### config.mk
export PLATFORM = sky130hd
export DESIGN_NAME = bresenham_line_rasterizer_core
export DESIGN_NICKNAME = d
export VERILOG_FILES = /design/src/blr_pkg.sv /design/src/bresenham_line_rasterizer_core.sv /design/src/blr_cfg_regs.sv /design/src/blr_line_engine.sv /design/src/blr_pixel_out.sv
export SDC_FILE = /design/constraint.sdc
export NUM_CORES = 1
export LEC_CHECK = 0
export CORE_ASPECT_RATIO = 0.75
export CORE_UTILIZATION = 65
export CTS_BUF_LIST = sky130_fd_sc_hd__clkbuf_2 sky130_fd_sc_hd__clkbuf_4 sky130_fd_sc_hd__clkbuf_8
export DETAILED_ROUTE_END_ITERATION = 7
export DONT_BUFFER_PORTS = 1
export PLACE_DENSITY = 0.77
export SLEW_MARGIN = 20
export SYNTH_ARGS = -nofsm -noshare
export SYNTH_HDL_FRONTEND = slang
export SYNTH_HIERARCHICAL = 1
export SYNTH_SLANG_ARGS = --single-unit
### constraint.sdc
create_clock -name clk_i -period 10.4 [get_ports clk_i]
set_input_delay 1.56 -clock clk_i [delete_from_list [all_inputs] [get_ports clk_i]]
set_output_delay 1.56 -clock clk_i [all_outputs]
set_load 0.01 [all_outputs]
### src/blr_pkg.sv
// Shared widths, codes and beat types of the line rasterizer.
// No dependencies; used by every module of the block.
package blr_pkg;

  localparam int COORD_BITS     = 13;
  localparam int DELTA_BITS     = COORD_BITS + 1;
  localparam int ERR_BITS       = COORD_BITS + 3;
  localparam int E2_BITS        = ERR_BITS + 1;
  localparam int ADDR_BITS      = 32;
  localparam int COLOUR_BITS    = 16;
  localparam int DIM_BITS       = 13;
  localparam int PITCH_BITS     = 15;
  localparam int CFG_DATA_BITS  = 32;
  localparam int CFG_INDEX_BITS = 3;
  localparam int CMP_BITS       = COORD_BITS + DIM_BITS;

  localparam logic [DIM_BITS-1:0]   RST_SCREEN_WIDTH  = DIM_BITS'(640);
  localparam logic [DIM_BITS-1:0]   RST_SCREEN_HEIGHT = DIM_BITS'(480);
  localparam logic [PITCH_BITS-1:0] RST_LINE_PITCH    = PITCH_BITS'(1280);
  localparam logic [ADDR_BITS-1:0]  RST_FRAME_BASE    = '0;

  typedef enum logic [CFG_INDEX_BITS-1:0] {
    CFG_SCREEN_WIDTH  = 0,
    CFG_SCREEN_HEIGHT = 1,
    CFG_LINE_PITCH    = 2,
    CFG_FRAME_BASE    = 3
  } cfg_reg_e;

  typedef enum logic [0:0] {
    FUNC_LOAD = 1'b0,
    FUNC_TICK = 1'b1
  } func_e;

  typedef logic signed [COORD_BITS-1:0] coord_t;

  typedef struct packed {
    func_e                  func;
    coord_t                 start_x;
    coord_t                 start_y;
    coord_t                 end_x;
    coord_t                 end_y;
    logic [COLOUR_BITS-1:0] colour;
  } item_t;

  typedef struct packed {
    logic [DIM_BITS-1:0]   width;
    logic [DIM_BITS-1:0]   height;
    logic [PITCH_BITS-1:0] pitch;
    logic [ADDR_BITS-1:0]  base;
  } cfg_t;

  typedef struct packed {
    logic                   valid;
    coord_t                 x;
    coord_t                 y;
    logic [COLOUR_BITS-1:0] colour;
    logic                   last;
  } pix_t;

endpackage

### src/bresenham_line_rasterizer_core.sv
// Bresenham line rasterizer core.
// A tick beat is held in the input register, then its pixel is registered in the result register.
// Takes one beat per cycle while the result register is not stalled; the line state updates once per beat.
// Reset: no line armed, output empty, registers at 640, 480, 1280 and base 0.
// Depends on blr_pkg, blr_cfg_regs, blr_line_engine and blr_pixel_out.
module bresenham_line_rasterizer_core (
  input  logic                               clk_i,
  input  logic                               rst_ni,
  input  logic                               in_valid_i,
  output logic                               in_ready_o,
  input  logic                               func_i,
  input  blr_pkg::coord_t                    start_x_i,
  input  blr_pkg::coord_t                    start_y_i,
  input  blr_pkg::coord_t                    end_x_i,
  input  blr_pkg::coord_t                    end_y_i,
  input  logic [blr_pkg::COLOUR_BITS-1:0]    line_colour_i,
  output logic                               out_valid_o,
  input  logic                               out_ready_i,
  output blr_pkg::coord_t                    pixel_x_o,
  output blr_pkg::coord_t                    pixel_y_o,
  output logic [blr_pkg::ADDR_BITS-1:0]      pixel_address_o,
  output logic [blr_pkg::COLOUR_BITS-1:0]    pixel_colour_o,
  output logic                               write_enable_o,
  output logic                               last_pixel_o,
  input  logic                               cfg_we_i,
  input  logic [blr_pkg::CFG_INDEX_BITS-1:0] cfg_index_i,
  input  logic [blr_pkg::CFG_DATA_BITS-1:0]  cfg_wdata_i
);

  blr_pkg::cfg_t  cfg;
  blr_pkg::pix_t  pix;
  blr_pkg::item_t item_q;
  logic           in_valid_q;
  logic           out_free, fire;

  // Advance the held beat when the result register can take it
  assign out_free   = !out_valid_o || out_ready_i;
  assign fire       = in_valid_q && out_free;
  assign in_ready_o = !in_valid_q || out_free;

  always_ff @(posedge clk_i or negedge rst_ni) begin
    if (!rst_ni) begin
      in_valid_q <= 1'b0;
    end else if (in_ready_o) begin
      in_valid_q <= in_valid_i;
    end
  end

  // Input register
  always_ff @(posedge clk_i) begin
    if (in_valid_i && in_ready_o) begin
      item_q.func    <= blr_pkg::func_e'(func_i);
      item_q.start_x <= start_x_i;
      item_q.start_y <= start_y_i;
      item_q.end_x   <= end_x_i;
      item_q.end_y   <= end_y_i;
      item_q.colour  <= line_colour_i;
    end
  end

  blr_cfg_regs u_cfg_regs (
    .clk_i       (clk_i),
    .rst_ni      (rst_ni),
    .cfg_we_i    (cfg_we_i),
    .cfg_index_i (cfg_index_i),
    .cfg_wdata_i (cfg_wdata_i),
    .cfg_o       (cfg)
  );

  blr_line_engine u_line_engine (
    .clk_i  (clk_i),
    .rst_ni (rst_ni),
    .fire_i (fire),
    .item_i (item_q),
    .pix_o  (pix)
  );

  blr_pixel_out u_pixel_out (
    .clk_i           (clk_i),
    .rst_ni          (rst_ni),
    .cfg_i           (cfg),
    .pix_i           (pix),
    .fire_i          (fire),
    .out_ready_i     (out_ready_i),
    .out_valid_o     (out_valid_o),
    .pixel_x_o       (pixel_x_o),
    .pixel_y_o       (pixel_y_o),
    .pixel_address_o (pixel_address_o),
    .pixel_colour_o  (pixel_colour_o),
    .write_enable_o  (write_enable_o),
    .last_pixel_o    (last_pixel_o)
  );

endmodule

### src/blr_cfg_regs.sv
// Configuration register file of the line rasterizer.
// Depends on blr_pkg.
module blr_cfg_regs (
  input  logic                               clk_i,
  input  logic                               rst_ni,
  input  logic                               cfg_we_i,
  input  logic [blr_pkg::CFG_INDEX_BITS-1:0] cfg_index_i,
  input  logic [blr_pkg::CFG_DATA_BITS-1:0]  cfg_wdata_i,
  output blr_pkg::cfg_t                      cfg_o
);

  blr_pkg::cfg_t cfg_q, cfg_d;

  // Decode the write; unknown indexes leave everything alone
  always_comb begin
    cfg_d = cfg_q;
    if (cfg_we_i) begin
      unique case (cfg_index_i)
        blr_pkg::CFG_SCREEN_WIDTH:  cfg_d.width  = cfg_wdata_i[blr_pkg::DIM_BITS-1:0];
        blr_pkg::CFG_SCREEN_HEIGHT: cfg_d.height = cfg_wdata_i[blr_pkg::DIM_BITS-1:0];
        blr_pkg::CFG_LINE_PITCH:    cfg_d.pitch  = cfg_wdata_i[blr_pkg::PITCH_BITS-1:0];
        blr_pkg::CFG_FRAME_BASE:    cfg_d.base   = cfg_wdata_i[blr_pkg::ADDR_BITS-1:0];
        default: ;
      endcase
    end
  end

  always_ff @(posedge clk_i or negedge rst_ni) begin
    if (!rst_ni) begin
      cfg_q.width  <= blr_pkg::RST_SCREEN_WIDTH;
      cfg_q.height <= blr_pkg::RST_SCREEN_HEIGHT;
      cfg_q.pitch  <= blr_pkg::RST_LINE_PITCH;
      cfg_q.base   <= blr_pkg::RST_FRAME_BASE;
    end else begin
      cfg_q <= cfg_d;
    end
  end

  assign cfg_o = cfg_q;

endmodule

### src/blr_line_engine.sv
// Line state and Bresenham stepping: loads endpoints, emits the current pixel.
// Depends on blr_pkg.
module blr_line_engine (
  input  logic           clk_i,
  input  logic           rst_ni,
  input  logic           fire_i,
  input  blr_pkg::item_t item_i,
  output blr_pkg::pix_t  pix_o
);

  localparam int DB = blr_pkg::DELTA_BITS;
  localparam int EB = blr_pkg::ERR_BITS;
  localparam int E2 = blr_pkg::E2_BITS;

  blr_pkg::coord_t cur_x_q, cur_x_d, cur_y_q, cur_y_d;
  blr_pkg::coord_t tgt_x_q, tgt_x_d, tgt_y_q, tgt_y_d;
  logic [DB-1:0] dx_q, dx_d, dy_q, dy_d;
  logic neg_x_q, neg_x_d, neg_y_q, neg_y_d;
  logic signed [EB-1:0] err_q, err_d;
  logic [blr_pkg::COLOUR_BITS-1:0] colour_q, colour_d;
  logic active_q, active_d;

  logic signed [DB-1:0] diff_x, diff_y;
  logic [DB-1:0] abs_x, abs_y;
  logic signed [E2-1:0] e2, dx_w, dy_w, err_step;
  logic step_x, step_y, last;

  // Endpoint distances for a load
  assign diff_x = DB'(item_i.end_x) - DB'(item_i.start_x);
  assign diff_y = DB'(item_i.end_y) - DB'(item_i.start_y);
  assign abs_x  = diff_x[DB-1] ? DB'(-diff_x) : DB'(diff_x);
  assign abs_y  = diff_y[DB-1] ? DB'(-diff_y) : DB'(diff_y);

  // Error steering for a tick
  assign e2       = {err_q, 1'b0};
  assign dx_w     = $signed(E2'(dx_q));
  assign dy_w     = $signed(E2'(dy_q));
  assign step_x   = e2 >= -dy_w;
  assign step_y   = e2 <= dx_w;
  assign err_step = E2'(err_q) - (step_x ? dy_w : E2'(0)) + (step_y ? dx_w : E2'(0));
  assign last     = (cur_x_q == tgt_x_q) && (cur_y_q == tgt_y_q);

  always_comb begin
    cur_x_d  = cur_x_q;
    cur_y_d  = cur_y_q;
    tgt_x_d  = tgt_x_q;
    tgt_y_d  = tgt_y_q;
    dx_d     = dx_q;
    dy_d     = dy_q;
    neg_x_d  = neg_x_q;
    neg_y_d  = neg_y_q;
    err_d    = err_q;
    colour_d = colour_q;
    active_d = active_q;
    if (fire_i) begin
      unique case (item_i.func)
        blr_pkg::FUNC_LOAD: begin
          cur_x_d  = item_i.start_x;
          cur_y_d  = item_i.start_y;
          tgt_x_d  = item_i.end_x;
          tgt_y_d  = item_i.end_y;
          dx_d     = abs_x;
          dy_d     = abs_y;
          neg_x_d  = diff_x[DB-1];
          neg_y_d  = diff_y[DB-1];
          err_d    = $signed(EB'(abs_x)) - $signed(EB'(abs_y));
          colour_d = item_i.colour;
          active_d = 1'b1;
        end
        blr_pkg::FUNC_TICK: begin
          if (active_q) begin
            if (last) begin
              active_d = 1'b0;
            end else begin
              err_d = EB'(err_step);
              if (step_x) begin
                cur_x_d = neg_x_q ? cur_x_q - blr_pkg::COORD_BITS'(1)
                                  : cur_x_q + blr_pkg::COORD_BITS'(1);
              end
              if (step_y) begin
                cur_y_d = neg_y_q ? cur_y_q - blr_pkg::COORD_BITS'(1)
                                  : cur_y_q + blr_pkg::COORD_BITS'(1);
              end
            end
          end
        end
        default: ;
      endcase
    end
  end

  // Hold the line flag under reset
  always_ff @(posedge clk_i or negedge rst_ni) begin
    if (!rst_ni) begin
      active_q <= 1'b0;
    end else begin
      active_q <= active_d;
    end
  end

  // Line geometry, only meaningful while a line is active
  always_ff @(posedge clk_i) begin
    cur_x_q  <= cur_x_d;
    cur_y_q  <= cur_y_d;
    tgt_x_q  <= tgt_x_d;
    tgt_y_q  <= tgt_y_d;
    dx_q     <= dx_d;
    dy_q     <= dy_d;
    neg_x_q  <= neg_x_d;
    neg_y_q  <= neg_y_d;
    err_q    <= err_d;
    colour_q <= colour_d;
  end

  // Current pixel; a result only on a tick with a line armed
  assign pix_o.valid  = fire_i && (item_i.func == blr_pkg::FUNC_TICK) && active_q;
  assign pix_o.x      = cur_x_q;
  assign pix_o.y      = cur_y_q;
  assign pix_o.colour = colour_q;
  assign pix_o.last   = last;

endmodule

### src/blr_pixel_out.sv
// Address, clipping and result register of the line rasterizer.
// Depends on blr_pkg.
module blr_pixel_out (
  input  logic                                  clk_i,
  input  logic                                  rst_ni,
  input  blr_pkg::cfg_t                         cfg_i,
  input  blr_pkg::pix_t                         pix_i,
  input  logic                                  fire_i,
  input  logic                                  out_ready_i,
  output logic                                  out_valid_o,
  output blr_pkg::coord_t                       pixel_x_o,
  output blr_pkg::coord_t                       pixel_y_o,
  output logic [blr_pkg::ADDR_BITS-1:0]         pixel_address_o,
  output logic [blr_pkg::COLOUR_BITS-1:0]       pixel_colour_o,
  output logic                                  write_enable_o,
  output logic                                  last_pixel_o
);

  localparam int CB = blr_pkg::COORD_BITS;
  localparam int AB = blr_pkg::ADDR_BITS;
  localparam int PB = blr_pkg::PITCH_BITS;
  localparam int MB = blr_pkg::CMP_BITS;

  logic signed [CB+PB:0] row_off;
  logic signed [CB:0]    col_off;
  logic [AB-1:0]         addr;
  logic                  on_screen;
  logic                  valid_q, valid_d;

  // Row offset y*pitch, column offset 2x, both sign extended
  assign row_off = pix_i.y * $signed({1'b0, cfg_i.pitch});
  assign col_off = $signed({pix_i.x, 1'b0});
  assign addr    = cfg_i.base + AB'(row_off) + AB'(col_off);

  // Clip against the visible area; negative coordinates fall outside
  assign on_screen = !pix_i.x[CB-1] && !pix_i.y[CB-1]
                  && (MB'(unsigned'(pix_i.x)) < MB'(cfg_i.width))
                  && (MB'(unsigned'(pix_i.y)) < MB'(cfg_i.height));

  // Load a new beat on fire, drop the old one once taken
  always_comb begin
    if (fire_i) begin
      valid_d = pix_i.valid;
    end else if (out_ready_i) begin
      valid_d = 1'b0;
    end else begin
      valid_d = valid_q;
    end
  end

  always_ff @(posedge clk_i or negedge rst_ni) begin
    if (!rst_ni) begin
      valid_q <= 1'b0;
    end else begin
      valid_q <= valid_d;
    end
  end

  always_ff @(posedge clk_i) begin
    if (fire_i && pix_i.valid) begin
      pixel_x_o       <= pix_i.x;
      pixel_y_o       <= pix_i.y;
      pixel_address_o <= addr;
      pixel_colour_o  <= pix_i.colour;
      write_enable_o  <= on_screen;
      last_pixel_o    <= pix_i.last;
    end
  end

  assign out_valid_o = valid_q;

endmodule

==> metrics.md <==
| Metric | Value |
|---|---|
| Outcome | finished, final reports clean |
| Core ar. | 39960 um2 |
| Final setup violation count | 0 |
| FP Rows | 63 |
| Starting Density | 66.82% |
| Min-delay src | u_line_engine/colour_q[3] |
| GR met3 Demand/Resource | 8.726% |
| Yosys warns | 6 |
| Final hold vios | 0 |
| IO Port Bufs | 0 |
| Die ar. | 41910 um2 |
| Register bit total from synthesis | 335 |
| Gp weighted congestion | 0.9441 |
| Cts bufs inserted | 53 |
| R2R cell count | 26 |
| Largest net degree at the start of global routing | 77 |
| Crit path time final | 8.993 ns |
| Layout net count | 3043 |
| Hold_buf cts | 0 |
| Worst Path Max Fanout | 20 |
| Largest area contributor in the netlist | edfxtp_1 |
| Initial antenna violation count | 2 |
| RSZ-0062 raised after global routing | no |
| # Post-CTS Setup Buffers | 0 |
| # DRC | 0 |
| Share of cells above drive strength 1 | 8.892% |
| Die Ht | 177.5 um |
| Critical Path Start | u_line_engine/cur_y_q[1] |
| Global route overflow | 0 |
| Avg Cell Area, Syn | 10.81 um2 |
| Synth Instances | 2471 |
| Post-CTS sizing | 0 |
| WL/cell | 22.18 um |
| Actual slew at the worst max-slew pin | 0.9906 ns |
| Clock Pin Slew Worst Setup and Hold Paths | 0.07 ns |
| Met2 Use GR | 45.53% |
| Ys async rst share | 22.69% |
| Ports | 187 |
| Setup TNS | 0 ns |
| Post-route ant nets | 0 |
| Sequential element share of the synthesized area | 36.28% |
| Worst Hold Depth | 0 |
| Met1 Usage GRT | 50.60% |
| Hold WC Path Type | reg -> reg |
| Clk sink count | 335 |
| WL final | 67.45 mm |
| Gr usage total | 32.69% |
| Mapped Area | 26710 um2 |
| Count leader, synth | inv_1 |
| Routed vias/inst | 6.153 |
| Setup Crit Path Kind | reg -> reg |
| Number of enable flip-flop cells after synthesis | 259 |
| TritonCTS clock tree | yes |
| Max Root-Sink Buffers | 3 |
| Netlist cell types | 83 |
| Synth top area share | 29.12% |
| Hold WS | 0.4174 ns |
| Fin crit share | 86.47% |
| Relative slew margins | 33.68% |
| Chip width | 236.1 um |
| H-tree Lvls | 2 |
| # Max-Cap Violations | 0 |
| Fmax achieved | 111.2 MHz |
| Busiest grt layer | met1 |
| First-pass GRT wire length | 104.3 mm |
| Worst reg2reg startpoint | u_line_engine/cur_y_q[1] |
| Syn-to-layout area delta | 6.414% |
| Final Skew | 0.04280 ns |
| Clock root buffer | clkbuf_8 |
| Dpl hpwl | 51.61 mm |
| Worst skew pair latency | 0.64 ns |
| Crit. End Element | flop |
| Req. time, crit path | 10.77 ns |
| Syn Nets | 3040 |
| Total vias in the final route | 18712 |
| Hold EP | u_pixel_out/pixel_colour_o[3] |
| Critical Path Source Type | flop |
| Core Util, Final | 71.11% |
| DRT iter0 DRCs | 1937 |
| Worst Path Arrival | 9.36 ns |
| Top cells by area, synth | edfxtp_1, fa_1, ha_1, dfrtp_1, inv_1 |
| TritonRoute pass-1 iters | 5 |
| Crit Reg-Reg Endpoint | u_pixel_out/pixel_address_o[31] |
| Synth top cells by count | inv_1, ha_1, edfxtp_1 |
| Ys flop type | edfxtp_1 |
| Final Max Slew Viols | 0 |
| Flop2flop setup slack | 1.41 ns |
| Vias in the first global route | 18291 |
[flip-flops by register name (all words and copies together) (netlist names), 14 cells and up]
signal	count
u_cfg_regs/cfg_o	73
item_q	69
u_pixel_out/pixel_address_o	32
u_line_engine/colour_q	16
u_line_engine/err_q	16
u_pixel_out/pixel_colour_o	16
u_line_engine/dx_q	14
u_line_engine/dy_q	14
[cell families (layout without fill, tap and decap cells)]
| family | count (synthesis) | in the layout | share of synthesized area (%) |
|---|---|---|---|
| buffers and inverters | 408 | 456 | 5.927 |
| other | 0 | 2 | 0 |
| adders and majority gates | 460 | 460 | 26.98 |
| xor gates and xnor gates | 178 | 178 | 5.838 |
| and+or+nand+nor | 613 | 613 | 11.57 |
| AOI/OAI and AO/OA | 394 | 394 | 9.942 |
| muxes | 83 | 83 | 3.462 |
| DFF | 335 | 335 | 36.28 |
[through the flow]
| step | std cells | cell area [um2] | setup WS (ns) |
|---|---|---|---|
| global placement | 2938 | 27160 | 1.737 |
| detailed placement | 2938 | 27160 | 1.572 |
| CTS | 3038 | 28390 | 1.514 |
| floorplan | 2471 | 26710 | 2.353 |
| finish | 3041 | 28420 | 1.407 |
| global route | 3040 | 28420 | 0.8097 |
[area by class of cell]
cell class	instances	area, um2
repair buffers	8	63.81
multi-input cells	1728	15470
flip-flops and latches	335	9689
well taps	520	650.6
clock buffers	78	979.7
inverters	348	1306
fillers	2904	11550
diodes	2	5.005
clock inverters	22	252.7
[worst max path at each step]
stage	to	slack, ns	cells after the start
2_1_floorplan	u_pixel_out/pixel_address_o[29]	2.35	28
3_3_place_gp	u_pixel_out/pixel_address_o[29]	1.74	24
3_5_place_dp	u_pixel_out/pixel_address_o[31]	1.57	26
4_1_cts	u_pixel_out/pixel_address_o[31]	1.51	26
5_1_grt	u_pixel_out/pixel_address_o[31]	0.81	26
6_report	u_pixel_out/pixel_address_o[31]	1.41	26
[layer usage]
| metal | wire, um | vias up |
|---|---|---|
| li1 | - | 8469 |
| met1 | 30990 | 9183 |
| met2 | 27550 | 974 |
| met3 | 7609 | 86 |
| met4 | 1301 | 0 |
| met5 | 0 | - |
[layout by cell type, fill, tap and decap left out, drive strengths merged, types with 15 or more instances in the layout]
cell type / n
fa: 193
ha: 267
mux2: 75
dfrtp: 68
nand2b: 29
nor2b: 26
inv: 350
clkbuf: 78
nand3: 36
o21ai: 95
xnor2: 118
o21a: 15
edfxtp: 259
nand2: 217
a211oi: 19
and2: 101
nor2: 85
xor2: 60
nor3: 33
a21o: 52
a21oi: 94
[critical path, cell delays in order, from the launching register on]
cell	delay (ns)
edfxtp_1	0.92
nand2_1	0.19
fa_1	0.57
fa_1	0.51
inv_1	0.05
fa_1	0.50
inv_1	0.06
fa_1	0.54
inv_1	0.06
fa_1	0.38
fa_1	0.37
ha_1	0.38
a21oi_1	0.21
o21ai_0	0.15
a22oi_1	0.30
a21boi_0	0.17
o21ai_0	0.18
nand2_1	0.13
a2111oi_0	0.41
nand3b_1	0.20
fa_1	0.44
ha_1	0.41
a21o_1	0.23
a2111oi_0	0.72
a2111oi_0	0.24
nor3_1	0.30
xnor2_1	0.11
Power is left out: the tool's default activity adds up to more than one toggle a clock period on the data nets, which glitch-free logic cannot reach.
